===== src/rtl/core/acfp_pkg.sv =====
// Shared constants for the ASCII command frame parser and its checker.
// Depends on nothing; imported by every other file of the block.
package acfp_pkg;

	// Longest frame body accepted before the frame is dropped.
	localparam int unsigned MAX_FRAME_CHARS = 32;
	localparam int unsigned CNT_W = $clog2(MAX_FRAME_CHARS + 1);

	// Field widths of one input request and one result.
	localparam int unsigned CHAR_W  = 8;
	localparam int unsigned CMD_W   = 2;
	localparam int unsigned ARG_W   = 32;
	localparam int unsigned OUT_W   = CMD_W + 2 * ARG_W;
	localparam int unsigned OUT_T_W = ((OUT_W + 7) / 8) * 8;

	// Character codes that steer the parser.
	localparam logic [CHAR_W-1:0] CH_START = 8'h40;  // '@'
	localparam logic [CHAR_W-1:0] CH_END   = 8'h23;  // '#'
	localparam logic [CHAR_W-1:0] CH_SEP   = 8'h2C;  // ','
	localparam logic [CHAR_W-1:0] CH_LO    = 8'h61;  // 'a'
	localparam logic [CHAR_W-1:0] CH_HI    = 8'h64;  // 'd'
	localparam logic [ARG_W-1:0]  CH_ZERO  = 32'h30; // '0'

endpackage


===== src/rtl/core/ascii_command_frame_parser.sv =====
// Top level of the ASCII command frame parser: input register, frame state
// and result register. Depends on acfp_pkg.
//
//  Channel   Dir  Payload (low bit first)                      Handshake
//  s_axis    in   rx_char[7:0]                                 tvalid/tready
//  m_axis    out  cmd_code[1:0], arg_first[33:2],              tvalid/tready
//                 arg_second[65:34], zero pad [71:66]
//
// One character is taken every cycle while no stalled result holds the input
// register; each is held in the input register, then folded into the frame
// state; a completed frame loads the result register at the edge that folds
// its '#', so its result shows after that '#' has passed the input register.
// Reset clears all frame state; no result is pending after reset. A stalled
// result holds the input register; the input side keeps accepting while the
// result register is empty or being drained.
module ascii_command_frame_parser
	import acfp_pkg::*;
(
	input  logic               clk,
	input  logic               arst_n,
	input  logic               s_axis_tvalid,
	output logic               s_axis_tready,
	input  logic [CHAR_W-1:0]  s_axis_tdata,   // rx_char[7:0]
	output logic               m_axis_tvalid,
	input  logic               m_axis_tready,
	output logic [OUT_T_W-1:0] m_axis_tdata    // cmd_code, arg_first, arg_second, pad
);

	// Input register.
	logic              valid_s1;
	logic [CHAR_W-1:0] char_s1;

	// Frame state.
	logic              in_frame_q;
	logic [CNT_W-1:0]  char_count_q;
	logic [CHAR_W-1:0] cmd_letter_q;
	logic              sep_ok_q;
	logic              in_second_q;
	logic [ARG_W-1:0]  acc_first_q;
	logic [ARG_W-1:0]  acc_second_q;

	// Result register.
	logic              out_valid_q;
	logic [CMD_W-1:0]  cmd_code_q;
	logic [ARG_W-1:0]  arg_first_q;
	logic [ARG_W-1:0]  arg_second_q;

	logic              advance;
	logic              proc;
	logic              frame_ok;
	logic              is_start;
	logic              is_end;
	logic              is_sep;
	logic [ARG_W-1:0]  fold_first;
	logic [ARG_W-1:0]  fold_second;
	logic [CHAR_W-1:0] letter_off;

	// The stage moves whenever the result register is free or being emptied.
	assign advance       = !out_valid_q || m_axis_tready;
	assign proc          = valid_s1 && advance;
	assign s_axis_tready = !valid_s1 || advance;

	assign is_start = (char_s1 == CH_START);
	assign is_end   = (char_s1 == CH_END);
	assign is_sep   = (char_s1 == CH_SEP);

	// A frame is good when it has a command letter a to d and a comma after it.
	assign frame_ok = (char_count_q >= CNT_W'(2)) && (cmd_letter_q >= CH_LO) &&
		(cmd_letter_q <= CH_HI) && sep_ok_q;
	assign letter_off = cmd_letter_q - CH_LO;

	// Decimal fold acc*10 + c - '0', wrapping at the accumulator width.
	assign fold_first = {acc_first_q[ARG_W-4:0], 3'b000} +
		{acc_first_q[ARG_W-2:0], 1'b0} + ARG_W'(char_s1) - CH_ZERO;
	assign fold_second = {acc_second_q[ARG_W-4:0], 3'b000} +
		{acc_second_q[ARG_W-2:0], 1'b0} + ARG_W'(char_s1) - CH_ZERO;

	// Input register loads on every accepted request.
	always_ff @(posedge clk or negedge arst_n) begin
		if (!arst_n) begin
			valid_s1 <= 1'b0;
		end else if (s_axis_tready) begin
			valid_s1 <= s_axis_tvalid;
		end
	end

	always_ff @(posedge clk) begin
		if (s_axis_tready && s_axis_tvalid) begin
			char_s1 <= s_axis_tdata;
		end
	end

	// Frame state update for the character in the input register.
	always_ff @(posedge clk or negedge arst_n) begin
		if (!arst_n) begin
			in_frame_q   <= 1'b0;
			char_count_q <= '0;
			cmd_letter_q <= '0;
			sep_ok_q     <= 1'b0;
			in_second_q  <= 1'b0;
			acc_first_q  <= '0;
			acc_second_q <= '0;
		end else if (proc) begin
			if (!in_frame_q || is_start || is_end ||
				(char_count_q >= CNT_W'(MAX_FRAME_CHARS))) begin
				// Start, restart, end or overflow: the frame state starts over.
				in_frame_q   <= is_start;
				char_count_q <= '0;
				cmd_letter_q <= '0;
				sep_ok_q     <= 1'b0;
				in_second_q  <= 1'b0;
				acc_first_q  <= '0;
				acc_second_q <= '0;
			end else begin
				char_count_q <= char_count_q + CNT_W'(1);
				if (char_count_q == '0) begin
					cmd_letter_q <= char_s1;
				end else if (char_count_q == CNT_W'(1)) begin
					sep_ok_q <= is_sep;
				end else if (!in_second_q && is_sep) begin
					in_second_q <= 1'b1;
				end else if (in_second_q) begin
					acc_second_q <= fold_second;
				end else begin
					acc_first_q <= fold_first;
				end
			end
		end
	end

	// Result register: loads on a good closing '#', drains on the handshake.
	always_ff @(posedge clk or negedge arst_n) begin
		if (!arst_n) begin
			out_valid_q <= 1'b0;
		end else if (advance) begin
			out_valid_q <= proc && in_frame_q && is_end && frame_ok;
		end
	end

	always_ff @(posedge clk) begin
		if (proc && in_frame_q && is_end && frame_ok) begin
			cmd_code_q   <= letter_off[CMD_W-1:0];
			arg_first_q  <= acc_first_q;
			arg_second_q <= acc_second_q;
		end
	end

	assign m_axis_tvalid = out_valid_q;
	assign m_axis_tdata  = {(OUT_T_W - OUT_W)'(0), arg_second_q, arg_first_q, cmd_code_q};

endmodule


===== config.mk =====
export PLATFORM = sky130hd
export DESIGN_NAME = ascii_command_frame_parser
export DESIGN_NICKNAME = d
export VERILOG_FILES = /design/src/rtl/core/acfp_pkg.sv /design/src/rtl/core/ascii_command_frame_parser.sv
export SDC_FILE = /design/constraint.sdc
export NUM_CORES = 1
export LEC_CHECK = 0
export BUFFER_PORTS_ARGS = -buffer_cell sky130_fd_sc_hd__buf_2
export CORE_MARGIN = 10
export CORE_UTILIZATION = 45
export DETAILED_ROUTE_END_ITERATION = 6
export PLACE_DENSITY = 0.61
export SLEW_MARGIN = 20
export SYNTH_ARGS = -nofsm -noshare
export SYNTH_HDL_FRONTEND = slang
export SYNTH_SLANG_ARGS = --single-unit

===== constraint.sdc =====
create_clock -name clk -period 4.6 [get_ports clk]
set_input_delay 0.46 -clock clk [delete_from_list [all_inputs] [get_ports clk]]
set_output_delay 0.46 -clock clk [all_outputs]
set_load 0.1 [all_outputs]

==> impl_results.rst, run 1 <==
.. list-table::
   :header-rows: 1

   * - Metric
     - Value
   * - Post-detailed-route wirelength per cell
     - 15.1 um
   * - Count of TritonRoute iterations in the first routing pass
     - 5
   * - Setup-violating endpoint count in the final report
     - 0
   * - # port buffers
     - between 70 and 80
   * - Post-synthesis average cell area
     - 9.83 um2
   * - Maximum fanout count along the critical path
     - 4
   * - Clock Root Buffer
     - clkbuf_16
   * - Maximum number of pins on one net before global-route repair
     - 68
   * - Drt total wl
     - around 23 mm
   * - Core region area
     - 0.0235 mm2
   * - Max-Cap Viols
     - 0
   * - Post-synthesis share of cell area spent on full adders, half adders and majority gates
     - approximately 22%
   * - Starting density of the core
     - 45.9%
   * - Total track usage
     - approximately 15%
   * - Residual DRC
     - 0
   * - Overflow after GRT
     - 0
   * - Worst vdd ir
     - 0.215 mV
   * - Clock-pin slew of the registers on the worst-case setup and hold paths
     - 0.06 ns
   * - Share of final-layout standard cells stronger than drive strength 1
     - 11.1%
   * - Area growth from synthesis to final layout
     - 12.1%
   * - Number of ports placed on the die boundary
     - 86
   * - Final worst clock skew
     - approximately 0.010 ns
   * - Detail Placement HPWL
     - approximately 17 mm
   * - Inserted Clock Buffers
     - 17
   * - Post-CTS Resized
     - 0
   * - Post-Place Worst Slack
     - 0.744 ns
   * - Fraction of synthesized area in multiplexers
     - less than 1%
   * - Dpl cell area
     - 0.0114 mm2
   * - Fraction of the mapped netlist area in simple logic gates
     - about a tenth
   * - Proportion of synthesized flip-flops having asynchronous set or reset
     - 52.9%
   * - Num Clock Sinks
     - 157
   * - First-pass GRT wire length
     - 38.3 mm
   * - Highest achievable clock rate
     - 257 MHz
   * - Via count of the first global-routing pass
     - 7648
   * - Final setup margin
     - 0.712 ns
   * - Power density of the placed cells
     - 264 mW/mm2
   * - Proportion of synthesized chip area in sequential cells
     - about two fifths
   * - Leakage power total
     - 5.81 nW
   * - Critical Path End Type
     - flip-flop
   * - Final number of max-transition violations
     - 0
   * - Number of buffers added to fix hold violations after cts
     - 0
   * - Min-Delay Path Class
     - in -> async
   * - Maximum buffer depth of the clock tree
     - 2
   * - Main combinational cell family by area after synthesis
     - adder cells
   * - Die footprint
     - slightly above 0.03 mm2
   * - Site row count
     - 56
   * - Transition time of the tightest slew-check pin
     - 0.937 ns
   * - Post-synth design cell area
     - 0.0108 mm2
   * - Compound-cell area share of the yosys netlist
     - 15.1%
   * - Tmin final
     - ~3.9 ns
   * - Starting DRC count in detailed routing
     - roughly 500
   * - Run status
     - completed
   * - Main synth FF type
     - dfrtp_1
   * - Antenna-violating nets left
     - 0
   * - Setup_tns
     - 0 ns
   * - Required time of the critical path
     - roughly 5.0 ns
   * - Final hold violations
     - 0
   * - H-Tree Depth
     - 4
   * - Data arrival time of the worst path
     - 4.25 ns
   * - Vert. Die Dim
     - around 170 um
   * - Placer congestion estimate
     - 0.896
   * - #FFs+latches synth
     - 157
   * - Number of antenna violations at the first check in global routing
     - 0
   * - Unrepaired setup endpoints after global routing
     - false
   * - Source-to-sink clock delay at the later pin of the worst-skew pair
     - 0.43 ns
   * - Nets@finish
     - 1357
   * - Floorplan die width
     - 175 um
   * - Gate count after technology mapping
     - 1095
   * - Vias after detailed routing
     - between 7k and 8k
   * - Clock tree from TritonCTS
     - yes
   * - Relative slew slack
     - 37.3%
   * - Summed area of non-filler cells in the final layout
     - around 0.012 mm2
   * - Diodes inserted
     - 0
   * - Final Core Density
     - 51.4%
   * - Detailed-route vias per instance
     - around 5.2
   * - Setup bufs post-CTS
     - 0
   * - Worst setup path category
     - reg -> reg
   * - Warning count from the yosys run
     - 0
   * - Parity-gate share of the synthesized area counting xor and xnor cells
     - 4.15%
   * - Launching element type of the critical path
     - flip-flop
   * - Synth unique cells
     - 70
   * - Ratio of final minimum period to clock period
     - 84.5%
   * - Number of flops mapped to enable cells by yosys
     - 74
==> cells by family (layout without fill, tap and decap cells) <==
| kind of cell | count (synthesis) | count (layout) |
|---|---|---|
| XOR/XNOR | 51 | 51 |
| AO/OA/AOI/OAI | 249 | 249 |
| AND/OR/NAND/NOR | 207 | 207 |
| flip-flops | 157 | 157 |
| buffers and inverters | 243 | 318 |
| multiplexers | 4 | 4 |
| adder cells (fa/ha/maj) | 183 | 183 |
| other | 1 | 6 |
==> cell usage after synthesis, types with 6 or more instances <==
library cell | instances | area share (%)
nand4_1 | 20 | 1.2
o21ai_1 | 59 | 2.7
xor2_1 | 24 | 2.0
xnor2_1 | 27 | 2.2
a32o_1 | 7 | 0.65
a22o_1 | 16 | 1.3
and3_1 | 6 | 0.35
dfrtp_1 | 83 | 19
ha_1 | 171 | 20
o211ai_1 | 6 | 0.42
o21bai_1 | 6 | 0.42
buf_2 | 7 | 0.33
buf_4 | 6 | 0.42
a31oi_1 | 10 | 0.58
nor2_1 | 24 | 0.84
and2_1 | 6 | 0.35
clkbuf_1 | 27 | 0.94
nand3_1 | 20 | 0.93
edfxtp_1 | 74 | 21
a21oi_1 | 52 | 2.4
inv_1 | 201 | 7.0
nand2_1 | 87 | 3.0
a211oi_1 | 6 | 0.42
a21o_1 | 25 | 1.7
nand2b_1 | 8 | 0.46
or3_1 | 7 | 0.41
o21ai_0 | 26 | 1.2
fa_1 | 12 | 2.2
==> critical path, stage by stage (launching register included) <==
cell	delay, ns
edfxtp_1	0.39
inv_1	0.11
fa_1	0.54
inv_1	0.05
ha_1	0.28
ha_1	0.16
inv_1	0.05
fa_1	0.37
nand2b_1	0.17
a21oi_1	0.31
o31ai_1	0.14
and2_1	0.20
nor4_1	0.30
a211oi_1	0.15
or4_1	0.52
nand3_1	0.09
==> routing by layer <==
metal	global-route usage [%]	share of wire (%)	up-vias
met5	0	0	-
met4	4.59	1.1	0
met3	3.00	4.1	20
met2	22.2	43	133
met1	22.0	52	3665
li1	-	-	3914
==> power by group <==
group | leakage (nW) | total (mW) | switching [mW] | internal (mW)
clock network | 0.294 | 1.45 | 0.576 | 0.878
logic | 3.73 | 0.250 | 0.163 | 0.0866
registers | 1.79 | 1.48 | 0.00888 | 1.47
total | 5.81 | 3.18 | 0.749 | 2.43
==> cell usage in the layout (no fill, tap or decap), drive strengths merged, types with 3 or more instances in the layout <==
cell    count
nor4        6
o31ai       4
o41ai       3
o211ai      8
and3        6
nand4      20
inv       203
nor2       25
a31oi      10
or4         3
a21oi      53
nand2b      8
xnor2      27
nor3        5
conb        6
fa         12
a22o       16
edfxtp     74
nand3      20
ha        171
xor2       24
clkbuf     23
o21bai      6
mux2i       3
a32o        7
or3         7
dfrtp      83
nor2b       4
and2        7
clkinv      4
o21a        5
buf        84
o21ai      86
nand2      87
a21o       25
a211oi      8
==> flip-flops by register name, indices dropped and copies added (netlist names) <==
register       cells
acc_first_q       32
acc_second_q      32
arg_first_q       32
arg_second_q      32
char_s1            8
cmd_letter_q       8
char_count_q       6
cmd_code_q         2
in_frame_q         1
in_second_q        1
m_axis_tvalid      1
sep_ok_q           1
valid_s1           1
==> through the flow <==
step                power (mW)  hold slack (ns)  instances
global placement          1.75            0.461       1461
floorplan                 1.69            0.164       1100
CTS                       3.22            0.121       1493
detailed placement        1.76            0.459       1461
global route              3.31            0.158       1494
finish                    3.18           0.0966       1494
==> final timing paths <==
kind                            startpoint                to  slack, ns  cells after the start
setup / recovery                char_s1[3]   acc_first_q[31]       0.71                     15
min in group clk           s_axis_tdata[1]        char_s1[1]       0.20                      1
setup reg to reg                char_s1[3]   acc_first_q[31]       0.71                     15
hold reg to reg            acc_first_q[20]   arg_first_q[20]       0.47                      0
hold / removal                      arst_n  acc_second_q[11]        0.1                      1
max in group asynchronous           arst_n   acc_first_q[23]       3.60                      2
==> layout make-up <==
class,count,area [um2]
clock inverter,9,108
sequential,157,4300
timing repair buffer,84,455
fill,2175,11400
tap,319,399
inverter,202,758
multi-input combinational,700,5550
clock buffer,23,500
(Power assumes the default switching activity.)
==> run 2, diff against run 1 <==
==> constraint.sdc (replaced) <==
create_clock -name clk -period 3.6 [get_ports clk]
set_input_delay 0.36 -clock clk [delete_from_list [all_inputs] [get_ports clk]]
set_output_delay 0.36 -clock clk [all_outputs]
set_load 0.1 [all_outputs]
==> run 2 against run 1 <==
  * Final cell count grew 1.8%
  * Global-route usage grew 0.23 points
  * Fmax grew 13%
  * Clock skew shrank 0.0013 ns
  * Count of clock-buffer cells in the layout shrank 4
  * Setup slack lost 0.54 ns
  * Hold slack gained 0.0094 ns
  * Combinational power grew 44%
  * Largest power group is now clock
  * Highest routed layer unchanged
==> impl_results.rst, run 2 (same netlist as run 1, synthesis figures left out) <==
.. list-table::
   :header-rows: 1

   * - Metric
     - Value
   * - Worst vdd ir
     - 0.298 mV (+39%)
   * - Area growth from synthesis to final layout
     - 15.2%
   * - Post-detailed-route wirelength per cell
     - 15.4 um (+2.4%)
   * - Power density of the placed cells
     - 339 mW/mm2 (+29%)
   * - Placer congestion estimate
     - 0.895 (-0.10%)
   * - Dpl cell area
     - 0.0116 mm2 (+1.6%)
   * - Launching element type of the critical path
     - flip-flop
   * - Maximum number of pins on one net before global-route repair
     - 34 (-50%)
   * - Fraction of power spent switching nets
     - 24.0% (+0.44 points)
   * - Stage delay of the slowest cell on the critical path
     - 0.52 ns (-0.02 ns)
   * - Detailed-route vias per instance
     - 5.15 (-0.57%)
   * - Diodes inserted
     - 0 (unchanged)
   * - Residual DRC
     - 0 (unchanged)
   * - Transition time of the tightest slew-check pin
     - 0.946 ns (+0.00951 ns)
   * - Number of ports placed on the die boundary
     - 86 (unchanged)
   * - Maximum buffer depth of the clock tree
     - 2 (unchanged)
   * - Comb power frac
     - 8.6% (+0.7 points)
   * - Number of placed cells counting well taps
     - 1485 (+1.6%)
   * - First-pass GRT wire length
     - 39.0 mm (+1.7%)
   * - Post-route insts no fill
     - 1521 (+1.8%)
   * - Setup-violating endpoint count in the final report
     - 0 (unchanged)
   * - Final number of max-transition violations
     - 0 (unchanged)
   * - Clock-pin slew of the registers on the worst-case setup and hold paths
     - 0.07 ns (about the same)
   * - Critical Path End Type
     - flip-flop
   * - Number of antenna violations at the first check in global routing
     - 0 (unchanged)
   * - Clock tree from TritonCTS
     - yes
   * - Worst reg2reg path startpoint
     - char_s1[3]
   * - Overflow after GRT
     - 0 (unchanged)
   * - Share of power burned in registers
     - 44.9% (-1.5 points)
   * - Required time of the critical path
     - 3.91 ns (-1.06 ns)
   * - Relative slew slack
     - 36.9% (-0.40 points)
   * - Leakage power total
     - 5.99 nW (+3.0%)
   * - Num Clock Sinks
     - 157 (unchanged)
   * - Clock Root Buffer
     - clkbuf_16
   * - Antenna-violating nets left
     - 0 (unchanged)
   * - Source-to-sink clock delay at the later pin of the worst-skew pair
     - 0.43 ns (about the same)
   * - Final hold violations
     - 0 (unchanged)
   * - Via count of the first global-routing pass
     - 7711 (+0.82%)
   * - Site row count
     - 56 (unchanged)
   * - Die footprint
     - 0.0305 mm2 (unchanged)
   * - Detail Placement HPWL
     - 17.9 mm (+5.6%)
   * - Vert. Die Dim
     - 175 um (unchanged)
   * - Data arrival time of the worst path
     - 3.74 ns (-0.51 ns)
   * - Inserted Clock Buffers
     - 17 (unchanged)
   * - Worst setup path category
     - reg -> reg
   * - Maximum fanout count along the critical path
     - 3 (-1)
   * - Max-Cap Viols
     - 0 (unchanged)
   * - Starting DRC count in detailed routing
     - 501 (unchanged)
   * - Slowest CP cell
     - fa_1
   * - Hold-critical path endpoint
     - char_s1[2]
   * - Ratio of final minimum period to clock period
     - 95.3% (+11 points)
   * - Final worst clock skew
     - 0.00917 ns (-0.00132 ns)
   * - Most frequent cells in the layout
     - 200 x inv_1, 170 x ha_1, 87 x nand2_1
   * - Share of final-layout standard cells stronger than drive strength 1
     - 14.8% (+3.7 points)
   * - Worst R2R Path Depth
     - 16 (+1)
   * - HP Start
     - s_axis_tdata[2]
   * - Highest achievable clock rate
     - 291 MHz (+13%)
   * - Most common library cell in the layout ignoring fill and taps
     - inv_1
   * - Min-Delay Path Class
     - in -> reg
   * - H-Tree Depth
     - 4 (unchanged)
   * - Endpoint of the lowest-slack register-to-register path
     - acc_second_q[31]
   * - Unrepaired setup endpoints after global routing
     - true
   * - Cell internal pwr
     - 3.20 mW (+31%)
   * - # port buffers
     - 79 (unchanged)
   * - Ordered list of cells on the worst path
     - inv_2 > fa_1 > inv_1 > ha_1 > ha_1 > inv_1 > fa_1 > nand2b_4 > a21oi_2 > a211oi_2 > buf_4 > o211a_1 > o21ai_2 > o31ai_2 > mux2i_1 > a221o_1
   * - Summed area of non-filler cells in the final layout
     - 0.0124 mm2 (+2.8%)
   * - Vias after detailed routing
     - 7827 (+1.2%)
   * - Core region area
     - 0.0235 mm2 (unchanged)
   * - Tmin final
     - 3.43 ns (-0.456 ns)
   * - Worst setup path start
     - char_s1[3]
   * - Clock power share
     - 46.6% (+0.9 points)
   * - Nets@finish
     - 1384 (+2.0%)
   * - Worst hold slack
     - 0.106 ns (+0.00943 ns)
   * - Setup slack of the worst register-to-register path
     - 0.17 ns (-0.54 ns)
   * - Run status
     - completed
   * - Drt total wl
     - 23.5 mm (+4.3%)
   * - Starting density of the core
     - 45.9% (unchanged)
   * - Floorplan die width
     - 175 um (unchanged)
   * - Total track usage
     - 15.4% (+0.23 points)
   * - Cell depth of the worst min-delay path
     - 1
   * - Net switching power
     - 1.01 mW (+35%)
   * - Count of TritonRoute iterations in the first routing pass
     - 4 (-1)
[run 2: worst max path at each step]
stage | end | cells past startpoint
after floorplan | acc_first_q[31] | 15
after global placement | acc_second_q[28] | 13
final | acc_second_q[31] | 16
after CTS | acc_first_q[31] | 15
after global routing | acc_second_q[25] | 16
after detailed placement | acc_first_q[31] | 15
[run 2: routing by layer]
layer	global-route usage (%)	wire length, um	vias to the layer above
li1	-	-	3964
met1	22.3	12100	3702
met3	2.87	899	15
met4	4.10	233	0
met5	0	0	-
met2	23.0	10300	146
[run 2: worst max-delay path, delay by kind of cell, from the launching register on]
kind	cells	cell delay, ns
muxes	1	0.12
AOI/OAI and AO/OA	6	0.99
and+or+nand+nor	1	0.17
adders and majority gates	4	1.35
DFF	1	0.36
buffers and inverters	4	0.35
[run 2: power by group through the flow]
stage          logic (mW)  clock network, mW  registers [mW]
2_1_floorplan       0.239                  0            1.92
3_3_place_gp        0.337                  0            1.92
3_5_place_dp        0.339                  0            1.92
4_1_cts             0.343               2.00            1.89
5_1_grt             0.403               2.07            1.89
6_report            0.360               1.96            1.89
[run 2: what timing repair did]
item	CTS	global route
buffers inserted	0	3
hold endpoints to repair	27	0
gates cloned	0	0
setup endpoints to repair	1	18
hold buffers	1	0
pin swaps	0	7
gates resized for setup	1	21
[run 2: cell type report]
class / count / area (um2)
clock buffer: 19 / 443
inverter: 202 / 758
tap: 319 / 399
clock inverter: 13 / 189
timing repair buffer: 111 / 653
fill: 2098 / 11100
sequential: 157 / 4300
multi-input combinational: 700 / 5660
[run 2: stage by stage]
stage	setup TNS [ns]	power, mW	setup WS, ns	util (%)
after floorplan	0	2.16	0.122	-
after global placement	0	2.26	0.125	49.5
after detailed placement	-0.0159	2.26	-0.0159	49.5
after CTS	0	4.22	0.0264	52.3
after global routing	-0.0439	4.36	-0.0185	52.9
final	0	4.21	0.168	52.9
